==> config.mk <==
export PLATFORM = sky130hd
export DESIGN_NAME = matrix_multiply_4x4_top
export DESIGN_NICKNAME = d
export VERILOG_FILES = /design/src/hw/rtl/mm4_pkg.sv /design/src/hw/rtl/mm4_ram.sv /design/src/hw/rtl/mm4_ctrl.sv /design/src/hw/rtl/mm4_dp.sv /design/src/hw/rtl/matrix_multiply_4x4_top.sv
export SDC_FILE = /design/constraint.sdc
export NUM_CORES = 1
export LEC_CHECK = 0
export BUFFER_PORTS_ARGS = -buffer_cell sky130_fd_sc_hd__clkbuf_2
export CELL_PAD_IN_SITES_DETAIL_PLACEMENT = 1
export CELL_PAD_IN_SITES_GLOBAL_PLACEMENT = 1
export CORE_ASPECT_RATIO = 0.8
export CORE_MARGIN = 2
export CORE_UTILIZATION = 50
export DETAILED_ROUTE_END_ITERATION = 8
export GPL_TIMING_DRIVEN = 0
export PLACE_DENSITY_LB_ADDON = 0.1
export RECOVER_POWER = 100
export SYNTH_ARGS = -nofsm -noshare
export SYNTH_HDL_FRONTEND = slang
export SYNTH_SLANG_ARGS = --single-unit
==> constraint.sdc <==
create_clock -name i_clk -period 10 [get_ports i_clk]
set_input_delay 1 -clock i_clk [delete_from_list [all_inputs] [get_ports i_clk]]
set_output_delay 1 -clock i_clk [all_outputs]
set_load 0.05 [all_outputs]
==> src/hw/rtl/mm4_pkg.sv <==
// shared types and constants for the 4x4 fixed-point matrix multiplier
// no dependencies; used by mm4_ctrl, mm4_dp and matrix_multiply_4x4_top
`timescale 1ns / 1ps
`default_nettype none

package mm4_pkg;

    // result entry width: signed Q10.24, wraps beyond that
    localparam int PROD_W      = 34;
    // row * dim + column, kept to four bits
    localparam int POS_W       = 4;
    // product + position, padded to whole bytes
    localparam int OUT_TDATA_W = ((PROD_W + POS_W + 7) / 8) * 8;

    // per-cycle command from the sequencer into the multiply-accumulate path
    typedef struct packed {
        logic             rd_en;
        logic             first_term;
        logic             last_term;
        logic [POS_W-1:0] position;
        logic             last_result;
    } t_mac_cmd;

endpackage

`default_nettype wire

==> src/hw/rtl/mm4_ram.sv <==
// generic simple dual-port ram, one write and one registered read per cycle
// no dependencies
`timescale 1ns / 1ps
`default_nettype none

module mm4_ram #(
    parameter int WIDTH = 16,
    parameter int DEPTH = 16
) (
    input  wire logic                     i_clk,
    input  wire logic                     i_wr_en,
    input  wire logic [$clog2(DEPTH)-1:0] i_wr_addr,
    input  wire logic [WIDTH-1:0]         i_wr_data,
    input  wire logic                     i_rd_en,
    input  wire logic [$clog2(DEPTH)-1:0] i_rd_addr,
    output logic      [WIDTH-1:0]         o_rd_data
);

    logic [WIDTH-1:0] r_mem [DEPTH];
    logic [WIDTH-1:0] r_rd_data;

    always_ff @(posedge i_clk) begin
        if (i_wr_en) begin
            r_mem[i_wr_addr] <= i_wr_data;
        end
        if (i_rd_en) begin
            r_rd_data <= r_mem[i_rd_addr];
        end
    end

    assign o_rd_data = r_rd_data;

endmodule

`default_nettype wire

==> src/hw/rtl/mm4_ctrl.sv <==
// sequencer: counts the load beats, then walks row, column and term indexes
// depends on mm4_pkg
`timescale 1ns / 1ps
`default_nettype none

module mm4_ctrl #(
    parameter int MATRIX_DIM = 4
) (
    input  wire logic                                      i_clk,
    input  wire logic                                      i_rst_n,
    input  wire logic                                      i_in_valid,
    output logic                                           o_in_ready,
    input  wire logic                                      i_advance,
    output logic                                           o_wr_en,
    output logic [$clog2(MATRIX_DIM*MATRIX_DIM)-1:0]       o_wr_addr,
    output mm4_pkg::t_mac_cmd                              o_cmd,
    output logic [$clog2(MATRIX_DIM*MATRIX_DIM)-1:0]       o_rd_addr_a,
    output logic [$clog2(MATRIX_DIM*MATRIX_DIM)-1:0]       o_rd_addr_b
);

    localparam int CELLS  = MATRIX_DIM * MATRIX_DIM;
    localparam int CELL_W = $clog2(CELLS);
    localparam int DIM_W  = $clog2(MATRIX_DIM);

    typedef enum logic [1:0] {
        S_LOAD = 2'b01,
        S_MAC  = 2'b10
    } t_state;

    t_state            r_state, n_state;
    logic [CELL_W-1:0] r_load_cnt, n_load_cnt;
    logic [DIM_W-1:0]  r_row, n_row;
    logic [DIM_W-1:0]  r_col, n_col;
    logic [DIM_W-1:0]  r_k, n_k;

    logic w_load;
    logic w_issue;
    logic w_k_end;
    logic w_col_end;
    logic w_row_end;

    assign w_load    = (r_state == S_LOAD) && i_in_valid;
    assign w_issue   = (r_state == S_MAC) && i_advance;
    assign w_k_end   = (r_k == DIM_W'(MATRIX_DIM - 1));
    assign w_col_end = (r_col == DIM_W'(MATRIX_DIM - 1));
    assign w_row_end = (r_row == DIM_W'(MATRIX_DIM - 1));

    always_comb begin
        n_state    = r_state;
        n_load_cnt = r_load_cnt;
        n_row      = r_row;
        n_col      = r_col;
        n_k        = r_k;
        case (r_state)
            S_LOAD: begin
                if (w_load) begin
                    if (r_load_cnt == CELL_W'(CELLS - 1)) begin
                        n_load_cnt = '0;
                        n_state    = S_MAC;
                    end else begin
                        n_load_cnt = r_load_cnt + 1'b1;
                    end
                end
            end
            S_MAC: begin
                if (w_issue) begin
                    if (w_k_end) begin
                        n_k = '0;
                        if (w_col_end) begin
                            n_col = '0;
                            if (w_row_end) begin
                                n_row   = '0;
                                n_state = S_LOAD;
                            end else begin
                                n_row = r_row + 1'b1;
                            end
                        end else begin
                            n_col = r_col + 1'b1;
                        end
                    end else begin
                        n_k = r_k + 1'b1;
                    end
                end
            end
            default: begin
                n_state = S_LOAD;
            end
        endcase
    end

    always_ff @(posedge i_clk) begin
        if (!i_rst_n) begin
            r_state    <= S_LOAD;
            r_load_cnt <= '0;
            r_row      <= '0;
            r_col      <= '0;
            r_k        <= '0;
        end else begin
            r_state    <= n_state;
            r_load_cnt <= n_load_cnt;
            r_row      <= n_row;
            r_col      <= n_col;
            r_k        <= n_k;
        end
    end

    assign o_in_ready = (r_state == S_LOAD);
    assign o_wr_en    = w_load;
    assign o_wr_addr  = r_load_cnt;

    // a is read along the row, b down the column
    assign o_rd_addr_a = CELL_W'(int'(r_row) * MATRIX_DIM + int'(r_k));
    assign o_rd_addr_b = CELL_W'(int'(r_k) * MATRIX_DIM + int'(r_col));

    always_comb begin
        o_cmd.rd_en       = w_issue;
        o_cmd.first_term  = (r_k == '0);
        o_cmd.last_term   = w_k_end;
        o_cmd.position    = mm4_pkg::POS_W'(int'(r_row) * MATRIX_DIM + int'(r_col));
        o_cmd.last_result = w_k_end && w_col_end && w_row_end;
    end

endmodule

`default_nettype wire

==> src/hw/rtl/mm4_dp.sv <==
// datapath: element stores, one shared multiplier, accumulator, output register
// depends on mm4_pkg and mm4_ram
`timescale 1ns / 1ps
`default_nettype none

module mm4_dp #(
    parameter int MATRIX_DIM   = 4,
    parameter int ELEMENT_BITS = 16
) (
    input  wire logic                                      i_clk,
    input  wire logic                                      i_rst_n,
    input  wire logic                                      i_wr_en,
    input  wire logic [$clog2(MATRIX_DIM*MATRIX_DIM)-1:0]  i_wr_addr,
    input  wire logic [ELEMENT_BITS-1:0]                   i_a_element,
    input  wire logic [ELEMENT_BITS-1:0]                   i_b_element,
    input  wire mm4_pkg::t_mac_cmd                         i_cmd,
    input  wire logic [$clog2(MATRIX_DIM*MATRIX_DIM)-1:0]  i_rd_addr_a,
    input  wire logic [$clog2(MATRIX_DIM*MATRIX_DIM)-1:0]  i_rd_addr_b,
    output logic                                           o_advance,
    output logic                                           o_out_valid,
    input  wire logic                                      i_out_ready,
    output logic [mm4_pkg::PROD_W-1:0]                     o_product_element,
    output logic [mm4_pkg::POS_W-1:0]                      o_result_position,
    output logic                                           o_last_result
);

    localparam int CELLS = MATRIX_DIM * MATRIX_DIM;
    localparam int MUL_W = 2 * ELEMENT_BITS;

    logic [ELEMENT_BITS-1:0] w_a_q;
    logic [ELEMENT_BITS-1:0] w_b_q;

    mm4_ram #(
        .WIDTH (ELEMENT_BITS),
        .DEPTH (CELLS)
    ) u_a_store (
        .i_clk     (i_clk),
        .i_wr_en   (i_wr_en),
        .i_wr_addr (i_wr_addr),
        .i_wr_data (i_a_element),
        .i_rd_en   (i_cmd.rd_en),
        .i_rd_addr (i_rd_addr_a),
        .o_rd_data (w_a_q)
    );

    mm4_ram #(
        .WIDTH (ELEMENT_BITS),
        .DEPTH (CELLS)
    ) u_b_store (
        .i_clk     (i_clk),
        .i_wr_en   (i_wr_en),
        .i_wr_addr (i_wr_addr),
        .i_wr_data (i_b_element),
        .i_rd_en   (i_cmd.rd_en),
        .i_rd_addr (i_rd_addr_b),
        .o_rd_data (w_b_q)
    );

    // stage 1 tags line up with the registered ram data
    logic                        r_s1_valid;
    logic                        r_s1_first;
    logic                        r_s1_last;
    logic [mm4_pkg::POS_W-1:0]   r_s1_pos;
    logic                        r_s1_lastres;

    logic                        r_s2_valid;
    logic                        r_s2_first;
    logic                        r_s2_last;
    logic [mm4_pkg::POS_W-1:0]   r_s2_pos;
    logic                        r_s2_lastres;
    logic signed [MUL_W-1:0]     r_prod;

    logic [mm4_pkg::PROD_W-1:0]  r_acc;
    logic                        r_out_valid;
    logic [mm4_pkg::PROD_W-1:0]  r_out_prod;
    logic [mm4_pkg::POS_W-1:0]   r_out_pos;
    logic                        r_out_last;

    logic                        w_advance;
    logic                        w_finish;
    logic [mm4_pkg::PROD_W-1:0]  w_term;
    logic [mm4_pkg::PROD_W-1:0]  w_sum;

    // hold the whole path while a finished entry cannot enter the output register
    assign w_advance = !(r_s2_valid && r_s2_last && r_out_valid && !i_out_ready);
    assign w_finish  = w_advance && r_s2_valid && r_s2_last;

    assign w_term = mm4_pkg::PROD_W'(r_prod);
    assign w_sum  = (r_s2_first ? '0 : r_acc) + w_term;

    always_ff @(posedge i_clk) begin
        if (!i_rst_n) begin
            r_s1_valid  <= 1'b0;
            r_s2_valid  <= 1'b0;
            r_out_valid <= 1'b0;
        end else begin
            if (w_advance) begin
                r_s1_valid <= i_cmd.rd_en;
                r_s2_valid <= r_s1_valid;
            end
            if (w_finish) begin
                r_out_valid <= 1'b1;
            end else if (i_out_ready) begin
                r_out_valid <= 1'b0;
            end
        end
    end

    always_ff @(posedge i_clk) begin
        if (w_advance) begin
            r_s1_first   <= i_cmd.first_term;
            r_s1_last    <= i_cmd.last_term;
            r_s1_pos     <= i_cmd.position;
            r_s1_lastres <= i_cmd.last_result;

            r_s2_first   <= r_s1_first;
            r_s2_last    <= r_s1_last;
            r_s2_pos     <= r_s1_pos;
            r_s2_lastres <= r_s1_lastres;
            r_prod       <= $signed(w_a_q) * $signed(w_b_q);

            if (r_s2_valid && !r_s2_last) begin
                r_acc <= w_sum;
            end
        end
        if (w_finish) begin
            r_out_prod <= w_sum;
            r_out_pos  <= r_s2_pos;
            r_out_last <= r_s2_lastres;
        end
    end

    assign o_advance         = w_advance;
    assign o_out_valid       = r_out_valid;
    assign o_product_element = r_out_prod;
    assign o_result_position = r_out_pos;
    assign o_last_result     = r_out_last;

endmodule

`default_nettype wire

==> src/hw/rtl/matrix_multiply_4x4_top.sv <==
// top level of the fixed-point matrix multiplier: R = A * B, row-major beats
// loads take one beat per cycle while s_axis_tready is high; after the last load beat the
// results follow in row-major order while the sink keeps up, and s_axis_tready stays low
// until the last term is issued, so throughput is set by the single shared multiplier
// synchronous active-low reset clears the sequencer and valid flags, not the element stores
// depends on mm4_pkg, mm4_ctrl, mm4_dp and mm4_ram
`timescale 1ns / 1ps
`default_nettype none

module matrix_multiply_4x4_top #(
    parameter int MATRIX_DIM   = 4,
    parameter int ELEMENT_BITS = 16
) (
    input  wire logic                                  i_clk,
    input  wire logic                                  i_rst_n,
    input  wire logic                                  s_axis_tvalid,
    output logic                                       s_axis_tready,
    // a_element, b_element, zero pad
    input  wire logic [((2*ELEMENT_BITS+7)/8)*8-1:0]   s_axis_tdata,
    output logic                                       m_axis_tvalid,
    input  wire logic                                  m_axis_tready,
    // product_element, result_position, zero pad
    output logic [mm4_pkg::OUT_TDATA_W-1:0]            m_axis_tdata,
    output logic                                       m_axis_tlast
);

    localparam int CELL_W = $clog2(MATRIX_DIM * MATRIX_DIM);

    logic                       w_wr_en;
    logic [CELL_W-1:0]          w_wr_addr;
    logic [CELL_W-1:0]          w_rd_addr_a;
    logic [CELL_W-1:0]          w_rd_addr_b;
    mm4_pkg::t_mac_cmd          w_cmd;
    logic                       w_advance;
    logic [mm4_pkg::PROD_W-1:0] w_product;
    logic [mm4_pkg::POS_W-1:0]  w_position;

    mm4_ctrl #(
        .MATRIX_DIM (MATRIX_DIM)
    ) u_ctrl (
        .i_clk       (i_clk),
        .i_rst_n     (i_rst_n),
        .i_in_valid  (s_axis_tvalid),
        .o_in_ready  (s_axis_tready),
        .i_advance   (w_advance),
        .o_wr_en     (w_wr_en),
        .o_wr_addr   (w_wr_addr),
        .o_cmd       (w_cmd),
        .o_rd_addr_a (w_rd_addr_a),
        .o_rd_addr_b (w_rd_addr_b)
    );

    mm4_dp #(
        .MATRIX_DIM   (MATRIX_DIM),
        .ELEMENT_BITS (ELEMENT_BITS)
    ) u_dp (
        .i_clk             (i_clk),
        .i_rst_n           (i_rst_n),
        .i_wr_en           (w_wr_en),
        .i_wr_addr         (w_wr_addr),
        .i_a_element       (s_axis_tdata[ELEMENT_BITS-1:0]),
        .i_b_element       (s_axis_tdata[2*ELEMENT_BITS-1:ELEMENT_BITS]),
        .i_cmd             (w_cmd),
        .i_rd_addr_a       (w_rd_addr_a),
        .i_rd_addr_b       (w_rd_addr_b),
        .o_advance         (w_advance),
        .o_out_valid       (m_axis_tvalid),
        .i_out_ready       (m_axis_tready),
        .o_product_element (w_product),
        .o_result_position (w_position),
        .o_last_result     (m_axis_tlast)
    );

    assign m_axis_tdata = mm4_pkg::OUT_TDATA_W'({w_position, w_product});

endmodule

`default_nettype wire

# After elaboration in Yosys (flattened, before gate mapping)

Memory sizes are Yosys's and may differ from the RTL's. A register that Yosys moved wholly into a read port is not among the register bits.
Index checks and enable logic that the tools add are counted.

Eq/ne operators: 12
Bitwise operators: 1
$mul: 1
Reductions and logical operators: 21
Add/subtract/negate cells: 8
Multiplexer cells: 16

Operator list:

| cell                | number |
|---|---|
| $add 34x34->34      | 1 |
| $mux 34             | 1 |
| $mul 16x16->32      | 1 |
| $mux 2              | 9 |
| $add 4x2->4         | 3 |
| $ne 2x1->1 const B  | 6 |
| $logic_and 1x1->1   | 10 |
| $eq 2x2->1 const B  | 4 |
| $add 2x1->2 const B | 3 |
| $reduce_and 2->1    | 3 |
| $reduce_and 6->1    | 1 |
| $add 4x1->4 const B | 1 |
| $eq 4x4->1 const B  | 1 |
| $mux 1              | 4 |
| $mux 4              | 1 |
| $pmux 2 s2          | 1 |
| $reduce_and 4->1    | 1 |
| $logic_not 1->1     | 3 |
| $reduce_and 3->1    | 1 |
| $eq 2x1->1 const B  | 1 |
| $logic_not 2->1     | 1 |
| $reduce_bool 2->1   | 1 |
| $not 1->1           | 1 |

Logic and storage cells: 82
Register bits: 134
Bits of input ports: 36
Bits in writable memories: 512
Memories kept: 2

Memory list:

| name                 | depth | bits a word | read ports | clocked after Yosys merged registers in | write ports | line          | source |
|---|---|---|---|---|---|---|---|
| u_dp.u_a_store.r_mem | 16    | 16          | 1          | 1                                       | 1           | mm4_ram.sv:19 | `logic [WIDTH-1:0] r_mem [DEPTH];` |
| u_dp.u_b_store.r_mem | 16    | 16          | 1          | 1                                       | 1           | mm4_ram.sv:19 |  |

# Longest topological paths before layout

Gate-level depths: netlist (run 1).

Depth after elaboration: 7
Mapped depth: 23

# Modules after synthesis

From an unflattened synthesis (run 1), not the netlist that was laid out.

Cell total of the unflattened synthesis: 2448
Area total of the unflattened synthesis: 36671.4 µm²

Modules (own cells, without submodules):

| module                   | cells an instance | area an instance (µm²) | instances |
|---|---|---|---|
| mm4_dp                   | 1504              | 15566.2                | 1 |
| mm4_ram (u_dp.u_b_store) | 432               | 10203.5                | 1 |
| mm4_ram (u_dp.u_a_store) | 432               | 10202.3                | 1 |
| mm4_ctrl                 | 77                | 680.7                  | 1 |
| matrix_multiply_4x4_top  | 3                 | 18.8                   | 1 |

# Worst setup path after synthesis (run 1)

OpenSTA, ideal clock, no wires.

Path type: flip-flop to flip-flop
From: reg u_dp.u_b_store.r_rd_data[2] (netlist: u_dp.u_b_store.o_rd_data[2]), read port of u_dp.u_b_store.r_mem
To: reg u_dp.r_prod[31] (data pin)
Stages on the path, launching flop included: 21
Path slack: 4.012 ns
Arrival: 5.725 ns
Library setup time: 0.263 ns
Buffers on the path: 1
Cells stage by stage: edfxtp_1 clkbuf_1 and2_1 fa_1 inv_1 fa_1 fa_1 inv_1 fa_1 fa_1 inv_1 fa_1 inv_1 ha_1 and3_1 and3_1 a41o_1 a221oi_4 o21ai_1 o41ai_2 xnor2_1

Word-level cells in the longest chain between the ends: 1

RTL lines:

| item                 | line          | source |
|---|---|---|
| start, declared      | mm4_ram.sv:20 | `logic [WIDTH-1:0] r_rd_data;` |
| $mul 16x16->32       | mm4_dp.sv:120 | `r_prod <= $signed(w_a_q) * $signed(w_b_q);` |
| end signal, assigned | mm4_dp.sv:120 |  |
| end, declared        | mm4_dp.sv:71  | `logic signed [MUL_W-1:0] r_prod;` |

Every way passes these cells.
A chain may end at the register's enable or synchronous reset.

# Worst setup path in the final report (run 1)

From: reg u_dp.u_a_store.r_rd_data[5] (netlist: u_dp.u_a_store.o_rd_data[5]), read port of u_dp.u_a_store.r_mem
To: reg u_dp.r_prod[31] (data pin)

Word-level cells in the longest chain between the ends: 1

RTL lines:

| item            | line |
|---|---|
| start, declared | mm4_ram.sv:20 |
| $mul 16x16->32  | mm4_dp.sv:120 |

Every way passes these cells.

==> flow_metrics.env, run 1 <==
export IMPL_irDropWorstVdd_mv=0.160
export IMPL_ant_nets=0
export IMPL_syn2layout_area_growth_pct=10.0
export IMPL_hold_path_depth=0
export IMPL_timing_slew_headroom=-0.614
export IMPL_final_common_cell="edfxtp_1"
export IMPL_grt_overflow=0
export IMPL_multi_input_area_um2=14400
export IMPL_antenna_found_initial=6
export IMPL_criticalPathCategory="reg2reg"
export IMPL_die_area_um2=74300
export IMPL_cp_num_cells=21
export IMPL_cap_violations=21
export IMPL_die_y_um=244
export IMPL_drt_drc_violations_left=0
export IMPL_status="finished with violations"
export IMPL_cpPeakStageDelay_ns=0.70
export IMPL_ff2ff_path_depth=21
export IMPL_cp_top_family="adder cells"
export IMPL_num_vias=19385
export IMPL_clk_pin_slew_ns=0.06
export IMPL_drt_iter0_drc=1435
export IMPL_initial_core_util=0.502
export IMPL_cp_end_kind="register"
export IMPL_vias_per_cell=5.62
export IMPL_diodes=0
export IMPL_gp_congestion=0.878
export IMPL_worstPathCellList="clkbuf_1 > nand2_1 > fa_1 > inv_1 > fa_1 > inv_1 > fa_1 > inv_1 > fa_1 > fa_1 > inv_1 > fa_1 > inv_1 > ha_1 > and3_1 > and3_1 > a41o_1 > a221oi_1 > o21ai_0 > o41ai_1 > xnor2_1"
export IMPL_finalSetupTns_ns=0
export IMPL_clkSinkCount=678
export IMPL_wl_per_cell_um=25.2
export IMPL_setup_viol=0
export IMPL_io_pins=79
export IMPL_grt_max_degree=41
export IMPL_rows=88
export IMPL_startpoint_type="register"
export IMPL_hold_buffers=0
export IMPL_cts_tree="built"
export IMPL_clockRootBuffer="clkbuf_16"
export IMPL_cp_slowest_cell="a221oi_1"
export IMPL_first_global_vias=21552
export IMPL_grt_use_total=0.242
export IMPL_max_freq_ghz=0.133
export IMPL_cts_max_path_buffers=3
export IMPL_crit_buf_inv=6
export IMPL_violations="capacitance limit, slew limit"
export IMPL_cts_made_buffers=69
export IMPL_cts_max_level=3
export IMPL_ys_seq_area_frac=0.561
export IMPL_regArea_um2=20200
export IMPL_finalCritPeriodShare=0.753
export IMPL_clk_latency_ns=0.63
export IMPL_yosysWarningCount=0
export IMPL_port_buffers=76
export IMPL_tightest_slew_ns=2.42
export IMPL_syn_area_per_cell_um2=15.7
export IMPL_ys_types=60
export IMPL_layout_min_cycle_time_ns=7.53
export IMPL_cellLeakagePower_nw=14.5
export IMPL_synth_edf_count=663
export IMPL_layout_drive_gt1_share=0.104
export IMPL_netlist_area_um2=36100
export IMPL_ys_flop_type="edfxtp_1"
export IMPL_holdWs_ns=0.416
export IMPL_finalClockSkew_ns=0.0354
export IMPL_die_w_um=304
export IMPL_cp_common_cell="fa_1"
export IMPL_drt_pass1_iterations=5
export IMPL_grt_pass1_wl_mm=134
export IMPL_syn_inst=2293
export IMPL_fill_cells=6829
export IMPL_core_um2=71800
export IMPL_ys_ff_latch=678
export IMPL_layout_common_cells="663 x edfxtp_1, 301 x inv_1, 263 x fa_1, 170 x clkbuf_1, 160 x mux4_2"
export IMPL_dp_cells=3334
export IMPL_ys_async_sr_fraction=0
export IMPL_cts_resized=0
export IMPL_rsz0062_at_grt="false"
export IMPL_wirelength_mm=86.9
export IMPL_finalHoldViolCount=0
export IMPL_finalNonFillerCells=3449
export IMPL_post_cts_setup_buffer_count=0
export IMPL_crit_required_ns=10.36
export IMPL_slew_violations=445
export IMPL_p_per_area_nw_per_um2=144
export IMPL_hp_class="reg2reg"
export IMPL_design_area_um2=39700
export IMPL_arrival_ns=7.89
export IMPL_worstPathMaxFanout=10
export IMPL_dp_hpwl_mm=62.5
export IMPL_nets=2882
export IMPL_post_dp_cell_area_um2=38100
-- logic make-up (layout without fill, tap and decap cells) --
family | after synthesis | count (layout) | synth area share
buffers and inverters | 378 | 588 | 0.0397
adder cells (fa/ha/maj) | 386 | 386 | 0.189
XOR/XNOR | 64 | 64 | 0.0155
multiplexers | 162 | 162 | 0.101
AO/OA/AOI/OAI | 158 | 158 | 0.0289
flip-flops | 678 | 678 | 0.561
other | 1 | 2 | 0.000104
AND/OR/NAND/NOR | 466 | 466 | 0.0660
-- area by class of cell --
cell class,count,area share
Buffer,76,0.00744
Inverter,302,0.0286
Clock inverter,30,0.00707
Multi-Input combinational cell,1238,0.362
Timing Repair Buffer,95,0.00902
Sequential cell,678,0.510
Tap cell,945,0.0298
Clock buffer,85,0.0461
-- sequential cells by signal, summed over array words and instances, names as in the netlist, 2 cells and up --
| signal | flops |
|---|---|
| u_dp.u_a_store.r_mem | 256 |
| u_dp.u_b_store.r_mem | 256 |
| u_dp.o_product_element | 34 |
| u_dp.r_acc | 34 |
| u_dp.r_prod | 32 |
| u_dp.u_a_store.o_rd_data | 16 |
| u_dp.u_b_store.o_rd_data | 16 |
| u_ctrl.o_wr_addr | 4 |
| u_dp.o_result_position | 4 |
| u_dp.r_s1_pos | 4 |
| u_dp.r_s2_pos | 4 |
| u_ctrl.r_col | 2 |
| u_ctrl.r_k | 2 |
| u_ctrl.r_row | 2 |
| u_ctrl.r_state | 2 |
-- cell usage after synthesis, types with 11 or more instances --
master    instances  area, µm²
nand2_1         155        582
clkbuf_1         56        210
and2_1          145        907
dfxtp_1          15        300
ha_1            123       1540
xnor2_1          50        438
xor2_1           14        123
nand3_1          11       55.1
inv_1           301       1130
o21ai_0          27        135
edfxtp_1        663      19900
a21o_1           16        120
nor3_1           13       65.1
buf_1            14       52.6
nor2_1           54        203
o21a_1           12       90.1
mux4_2          160       3600
nor2b_1          47        294
fa_1            263       5270
nand2b_1         13       81.3
a21oi_1          50        250
-- per-layer routing --
layer / GRT usage / part of all wire
met2: 0.407 / 0.49
met1: 0.327 / 0.42
met5: 0 / 0.00054
met4: 0.0735 / 0.031
met3: 0.0425 / 0.054
-- power by group --
part           leakage (nW)  switching [mW]  total (mW)  internal [mW]
Sequential             6.18         0.00687        3.15           3.14
Combinational          7.30          0.0662      0.0931         0.0269
Clock                  1.03            1.08        2.46           1.38
Total                  14.5            1.15        5.70           4.55
-- through the flow --
step | power [mW] | utilization | worst slack, ns
after floorplan | 3.24 | - | 4.01
after detailed placement | 3.30 | 0.530 | 3.02
after global placement | 3.29 | 0.524 | 3.11
after CTS | 5.75 | 0.559 | 2.97
after global routing | 5.86 | 0.553 | 2.00
final | 5.70 | 0.553 | 2.47
-- final timing paths --
kind                                    start               end  slack (ns)
setup / recovery  u_dp.u_a_store.o_rd_data[5]   u_dp.r_prod[31]        2.47
hold / removal               u_dp.r_s1_pos[0]  u_dp.r_s2_pos[0]        0.42
setup reg to reg  u_dp.u_a_store.o_rd_data[5]   u_dp.r_prod[31]        2.47
hold reg to reg              u_dp.r_s1_pos[0]  u_dp.r_s2_pos[0]        0.42
Power figures use the tool's default switching activity.
==> inputs of run 2 (changes only) <==
--- a/config.mk
+++ b/config.mk
@@ -5,6 +5,7 @@
 export SDC_FILE = /design/constraint.sdc
 export NUM_CORES = 1
 export LEC_CHECK = 0
+export ABC_AREA = 1
 export BUFFER_PORTS_ARGS = -buffer_cell sky130_fd_sc_hd__clkbuf_2
 export CELL_PAD_IN_SITES_DETAIL_PLACEMENT = 1
 export CELL_PAD_IN_SITES_GLOBAL_PLACEMENT = 1
==> constraint.sdc (replaced) <==
create_clock -name i_clk -period 7.1 [get_ports i_clk]
set_input_delay 0.71 -clock i_clk [delete_from_list [all_inputs] [get_ports i_clk]]
set_output_delay 0.71 -clock i_clk [all_outputs]
set_load 0.05 [all_outputs]
==> flow_metrics.env, run 2 <==
export IMPL_layout_drive_gt1_share=0.0424
export IMPL_max_freq_ghz=0.146
export IMPL_finalSetupTns_ns=0
export IMPL_irDropWorstVdd_mv=0.349
export IMPL_fin_util=0.557
export IMPL_clk_pin_slew_ns=0.06
export IMPL_dp_slack_ns=0.213
export IMPL_syn_area_per_cell_um2=10.7
export IMPL_port_buffers=76
export IMPL_ys_seq_area_frac=0.526
export IMPL_grt_overflow=0
export IMPL_dp_hpwl_mm=87.2
export IMPL_layout_common_cells="663 x edfxtp_1, 603 x nand2_1, 583 x inv_1, 424 x nor2_1, 262 x fa_1"
export IMPL_r2r_end="u_dp.r_prod[27]"
export IMPL_synth_xor_area_frac=0.00958
export IMPL_synth_most_common_cell="edfxtp_1"
export IMPL_finalHoldViolCount=0
export IMPL_hp_class="reg2reg"
export IMPL_clk_latency_ns=0.64
export IMPL_cap_violations=28
export IMPL_netlist_area_um2=38400
export IMPL_drt_drc_violations_left=0
export IMPL_hold_end="u_dp.r_s2_first"
export IMPL_yosysWarningCount=0
export IMPL_layout_min_cycle_time_ns=6.83
export IMPL_rsz0062_at_grt="false"
export IMPL_ys_types=43
export IMPL_synth_simple_gate_area_frac=0.120
export IMPL_slew_violations=549
export IMPL_setup_viol=0
export IMPL_final_common_cell="edfxtp_1"
export IMPL_crit_required_ns=7.47
export IMPL_tightest_slew_ns=2.35
export IMPL_first_global_vias=29770
export IMPL_setup_slack_ns=0.268
export IMPL_reg_largest_list="u_dp.u_a_store.r_mem (256), u_dp.u_b_store.r_mem (256)"
export IMPL_cts_made_buffers=70
export IMPL_timing_slew_headroom=-0.571
export IMPL_worstPathMaxFanout=10
export IMPL_syn2layout_area_growth_pct=9.73
export IMPL_dp_cells=4686
export IMPL_cp_end_kind="register"
export IMPL_wl_per_cell_um=24.7
export IMPL_violations="capacitance limit, slew limit"
export IMPL_num_vias=27751
export IMPL_nets=4169
export IMPL_p_per_area_nw_per_um2=192
export IMPL_clkSinkCount=678
export IMPL_synth_top_cell_area_share=0.518
export IMPL_wirelength_mm=119
export IMPL_antenna_found_initial=6
export IMPL_die_area_um2=79100
export IMPL_clockRootBuffer="clkbuf_16"
export IMPL_drt_iter0_drc=2891
export IMPL_grt_use_total=0.306
export IMPL_grt_pass1_wl_mm=181
export IMPL_reg2reg_slack_ns=0.27
export IMPL_drt_pass1_iterations=5
export IMPL_synth_compound_area_share=0.0821
export IMPL_synth_edf_count=663
export IMPL_diodes=0
export IMPL_synth_common_cells="663 x edfxtp_1, 600 x nand2_1, 581 x inv_1"
export IMPL_arrival_ns=7.20
export IMPL_finalNonFillerCells=4807
export IMPL_cts_max_path_buffers=3
export IMPL_io_pins=79
export IMPL_status="finished with violations"
export IMPL_initial_core_util=0.508
export IMPL_rows=90
export IMPL_die_y_um=252
export IMPL_ant_nets=0
export IMPL_fill_cells=8208
export IMPL_hp_start="u_dp.r_s1_first"
export IMPL_core_um2=75700
export IMPL_ys_ff_latch=678
export IMPL_synthMuxAreaShare=0.00704
export IMPL_finalCritPeriodShare=0.962
export IMPL_cellLeakagePower_nw=17.5
export IMPL_hold_path_depth=0
export IMPL_ff2ff_path_depth=20
export IMPL_synthAdderAreaFrac=0.177
export IMPL_gp_congestion=0.898
export IMPL_ys_async_sr_fraction=0
export IMPL_power_total_mw=8.07
export IMPL_criticalPathCategory="reg2reg"
export IMPL_ys_flop_type="edfxtp_1"
export IMPL_synth_top_family_by_area="adder cells"
export IMPL_yosysTopAreaCell="edfxtp_1"
export IMPL_cts_max_level=3
export IMPL_finalClockSkew_ns=0.0280
export IMPL_startpoint_type="register"
export IMPL_vias_per_cell=5.77
export IMPL_syn_inst=3579
export IMPL_netlist_top_cells_area="edfxtp_1 52%, fa_1 14%, nand2_1 5.9%"
export IMPL_die_w_um=314
export IMPL_cts_tree="built"
export IMPL_r2r_start="u_dp.u_b_store.o_rd_data[3]"
export IMPL_grt_max_degree=50
[run 2: timing repair]
item | in CTS | in global routing
endpoints found under the setup margin | 0 | 4
gates resized for setup | 0 | 1
hold buffers | 0 | 0
buffers inserted | 0 | 0
[run 2: final cells by class]
cell class / count / area (µm²) / share of cell area
timing repair buffer: 95 / 360 / 0.00855
buffer: 165 / 783 / 0.0186
clock buffer: 85 / 1840 / 0.0436
inverter: 587 / 2210 / 0.0523
clock inverter: 35 / 303 / 0.00718
tap: 1012 / 1270 / 0.0300
multi-input combinational: 2150 / 15200 / 0.360
sequential: 678 / 20200 / 0.480
[run 2: where the power goes]
part	internal (mW)	switching (mW)	leakage, nW	total [mW]
Sequential	4.42	0.00898	6.20	4.43
Combinational	0.0219	0.111	10.3	0.133
Clock	1.94	1.57	1.04	3.51
Total	6.38	1.69	17.5	8.07
[run 2: cell families (layout without fill, tap and decap cells)]
logic type	Yosys count	after routing
adder cells (fa/ha/maj)	386	386
AO/OA/AOI/OAI	532	532
buffers and inverters	752	967
multiplexers	27	27
AND/OR/NAND/NOR	1161	1161
flip-flops	678	678
other	1	2
XOR/XNOR	42	42
[run 2: how the worst max path moves through the flow]
stage                                     start  depth (start not counted)              end
floorplan           u_dp.u_b_store.o_rd_data[3]                         22  u_dp.r_prod[31]
global placement    u_dp.u_b_store.o_rd_data[3]                         22  u_dp.r_prod[31]
detailed placement  u_dp.u_b_store.o_rd_data[3]                         22  u_dp.r_prod[31]
CTS                 u_dp.u_b_store.o_rd_data[3]                         22  u_dp.r_prod[31]
global route        u_dp.u_b_store.o_rd_data[7]                         23  u_dp.r_prod[28]
finish              u_dp.u_b_store.o_rd_data[3]                         20  u_dp.r_prod[27]
[run 2: through the flow]
stage	cell area, µm²	hold slack (ns)
3_5_place_dp	40600	0.406
2_1_floorplan	38400	0.400
4_1_cts	42700	0.419
3_3_place_gp	40100	0.405
5_1_grt	42100	0.427
6_report	42100	0.418
[run 2: worst max-delay path: stages, from the launching register on]
cell and delay (ns):
edfxtp_1 0.46, clkbuf_1 0.38, clkbuf_1 0.54, nand2_1 0.11
inv_1 0.09, fa_1 0.57, fa_2 0.82, fa_1 0.51
fa_1 0.51, fa_1 0.51, inv_1 0.06, fa_1 0.47
inv_1 0.04, ha_1 0.37, nand2_1 0.16, nor2_1 0.17
inv_1 0.09, nor3_1 0.23, o21ai_0 0.26, nand4_1 0.13
nand2_1 0.08
[run 2: metal layers]
metal	part of all wire	GRT usage	routed length, µm
met2	0.48	0.506	57200
met4	0.030	0.0913	3560
met1	0.41	0.412	49200
met5	0.00040	0	48
met3	0.075	0.0561	8900
==> inputs of run 3 (changes only) <==
--- a/config.mk
+++ b/config.mk
@@ -11,7 +11,7 @@
 export CELL_PAD_IN_SITES_GLOBAL_PLACEMENT = 1
 export CORE_ASPECT_RATIO = 0.8
 export CORE_MARGIN = 2
-export CORE_UTILIZATION = 50
+export CORE_UTILIZATION = 46
 export DETAILED_ROUTE_END_ITERATION = 8
 export GPL_TIMING_DRIVEN = 0
 export PLACE_DENSITY_LB_ADDON = 0.1
==> constraint.sdc (replaced) <==
create_clock -name i_clk -period 5.6 [get_ports i_clk]
set_input_delay 0.56 -clock i_clk [delete_from_list [all_inputs] [get_ports i_clk]]
set_output_delay 0.56 -clock i_clk [all_outputs]
set_load 0.05 [all_outputs]
==> flow_metrics.env, run 3 (same netlist as run 2, synthesis figures left out) <==
export IMPL_violations="capacitance limit, slew limit, setup timing"
export IMPL_grt_pass1_wl_mm=187
export IMPL_layout_common_cells="663 x edfxtp_1, 553 x nand2_1, 547 x inv_1, 403 x nor2_1, 247 x fa_1"
export IMPL_design_area_um2=44400
export IMPL_die_y_um=262
export IMPL_io_pins=79
export IMPL_layout_min_cycle_time_ns=5.80
export IMPL_holdWs_ns=0.290
export IMPL_grt_overflow=0
export IMPL_num_vias=28021
export IMPL_dp_slack_ns=-1.47
export IMPL_regArea_um2=20200
export IMPL_clk_pin_slew_ns=0.06
export IMPL_die_w_um=327
export IMPL_clkSinkCount=678
export IMPL_power_total_mw=10.6
export IMPL_multi_input_area_um2=16100
export IMPL_hold_buffers=0
export IMPL_cp_end_kind="register"
export IMPL_setup_viol=12
export IMPL_layout_drive_gt1_share=0.126
export IMPL_arrival_ns=6.17
export IMPL_finalHoldViolCount=0
export IMPL_cts_made_buffers=71
export IMPL_final_common_cell="edfxtp_1"
export IMPL_antenna_found_initial=5
export IMPL_grt_max_degree=50
export IMPL_initial_core_util=0.466
export IMPL_reg_largest_list="u_dp.u_a_store.r_mem (256), u_dp.u_b_store.r_mem (256)"
export IMPL_die_area_um2=85800
export IMPL_ant_nets=0
export IMPL_syn2layout_area_growth_pct=15.7
export IMPL_rsz0062_at_grt="true"
export IMPL_clk_latency_ns=0.62
export IMPL_startpoint_type="register"
export IMPL_drt_pass1_iterations=5
export IMPL_slew_violations=504
export IMPL_finalCritPeriodShare=1.04
export IMPL_grt_use_total=0.292
export IMPL_dp_hpwl_mm=88.3
export IMPL_crit_required_ns=5.97
export IMPL_core_um2=82400
export IMPL_fill_cells=8849
export IMPL_timing_slew_headroom=-0.492
export IMPL_drt_iter0_drc=2375
export IMPL_wl_per_cell_um=25.2
export IMPL_cts_tree="built"
export IMPL_wirelength_mm=125
export IMPL_finalClockSkew_ns=0.0324
export IMPL_tightest_slew_ns=2.24
export IMPL_first_global_vias=30205
export IMPL_status="finished with violations"
export IMPL_gp_congestion=0.930
export IMPL_p_per_area_nw_per_um2=238
export IMPL_irDropWorstVdd_mv=0.294
export IMPL_cap_violations=26
export IMPL_drt_drc_violations_left=0
export IMPL_clockRootBuffer="clkbuf_16"
export IMPL_port_buffers=76
export IMPL_hp_class="in2reg"
export IMPL_max_freq_ghz=0.172
export IMPL_rows=94
export IMPL_cts_max_path_buffers=3
export IMPL_worstPathMaxFanout=10
export IMPL_cellLeakagePower_nw=18.4
export IMPL_vias_per_cell=5.62
export IMPL_nets=4247
export IMPL_criticalPathCategory="reg2reg"
export IMPL_cts_max_level=3
export IMPL_setup_slack_ns=-0.202
export IMPL_post_dp_cell_area_um2=40700
[run 3: cell count changes in the layout (fill, tap and decap cells not counted), moves of 19 or more]
cell	before	now
a21oi_1	74	53
buf_4	8	85
buf_6	11	33
clkbuf_1	221	164
ha_1	123	102
ha_4	0	19
inv_1	583	547
inv_2	2	34
nand2_1	603	553
nand2_2	1	34
nor2_1	424	403
[run 3: metal layers]
metal | GRT usage | part of all wire
met5 | 0 | 0.00044
met4 | 0.0962 | 0.034
met3 | 0.0506 | 0.073
met2 | 0.482 | 0.48
met1 | 0.393 | 0.42
[run 3: worst paths after layout]
path / depth (start not counted) / endpoint / slack [ns] / start
hold reg to reg: 0 / u_dp.r_s2_pos[2] / 0.40 / u_dp.r_s1_pos[2]
setup / recovery: 21 / u_dp.r_prod[21] / -0.20 / u_dp.u_a_store.o_rd_data[9]
hold / removal: 3 / u_ctrl.r_row[1] / 0.29 / i_rst_n
setup reg to reg: 21 / u_dp.r_prod[21] / -0.20 / u_dp.u_a_store.o_rd_data[9]
[run 3: critical path, stage by stage, from the launching register on]
cell and delay, ns:
edfxtp_1 0.41, buf_4 0.17, clkbuf_8 0.21, nand2_1 0.10, fa_1 0.56, inv_1 0.07, fa_1 0.51, fa_1 0.59
fa_2 0.45, fa_1 0.48, inv_1 0.05, fa_1 0.58, inv_1 0.10, ha_4 0.29, a21oi_4 0.24, o21ai_1 0.18
nand2_1 0.13, nand2_2 0.08, inv_1 0.10, nand3_2 0.10, nor2_1 0.09, nor2_1 0.06
[run 3: area by class of cell]
cell class              count  share of cell area
flip-flops and latches    678               0.455
multi-input cells        2150               0.363
inverters                 587              0.0499
clock buffers              85              0.0426
well taps                1104              0.0311
repair buffers            197              0.0284
plain buffers             140              0.0213
clock inverters            41             0.00938
diodes                      1           0.0000563
[run 3: report_power, final]
part | leakage (nW) | internal [mW] | switching, mW
Combinational | 11.1 | 0.0276 | 0.139
Clock | 1.13 | 2.71 | 2.06
Sequential | 6.20 | 5.60 | 0.0115
Total | 18.4 | 8.34 | 2.21
[run 3: what timing repair did]
action	CTS	global route
setup buffers	62	38
gates cloned	1	1
pin swaps	34	83
resized for setup	202	188
endpoints found under the setup margin	22	21
[run 3: metrics by stage]
| stage | setup TNS (ns) | instances | utilization |
|---|---|---|---|
| after floorplan | 0 | 3580 | - |
| after global placement | -20.93 | 4760 | 0.487 |
| after detailed placement | -22.49 | 4778 | 0.494 |
| after CTS | -0.427 | 4942 | 0.535 |
| after global routing | -3.23 | 4982 | 0.539 |
| final | -1.19 | 4983 | 0.539 |
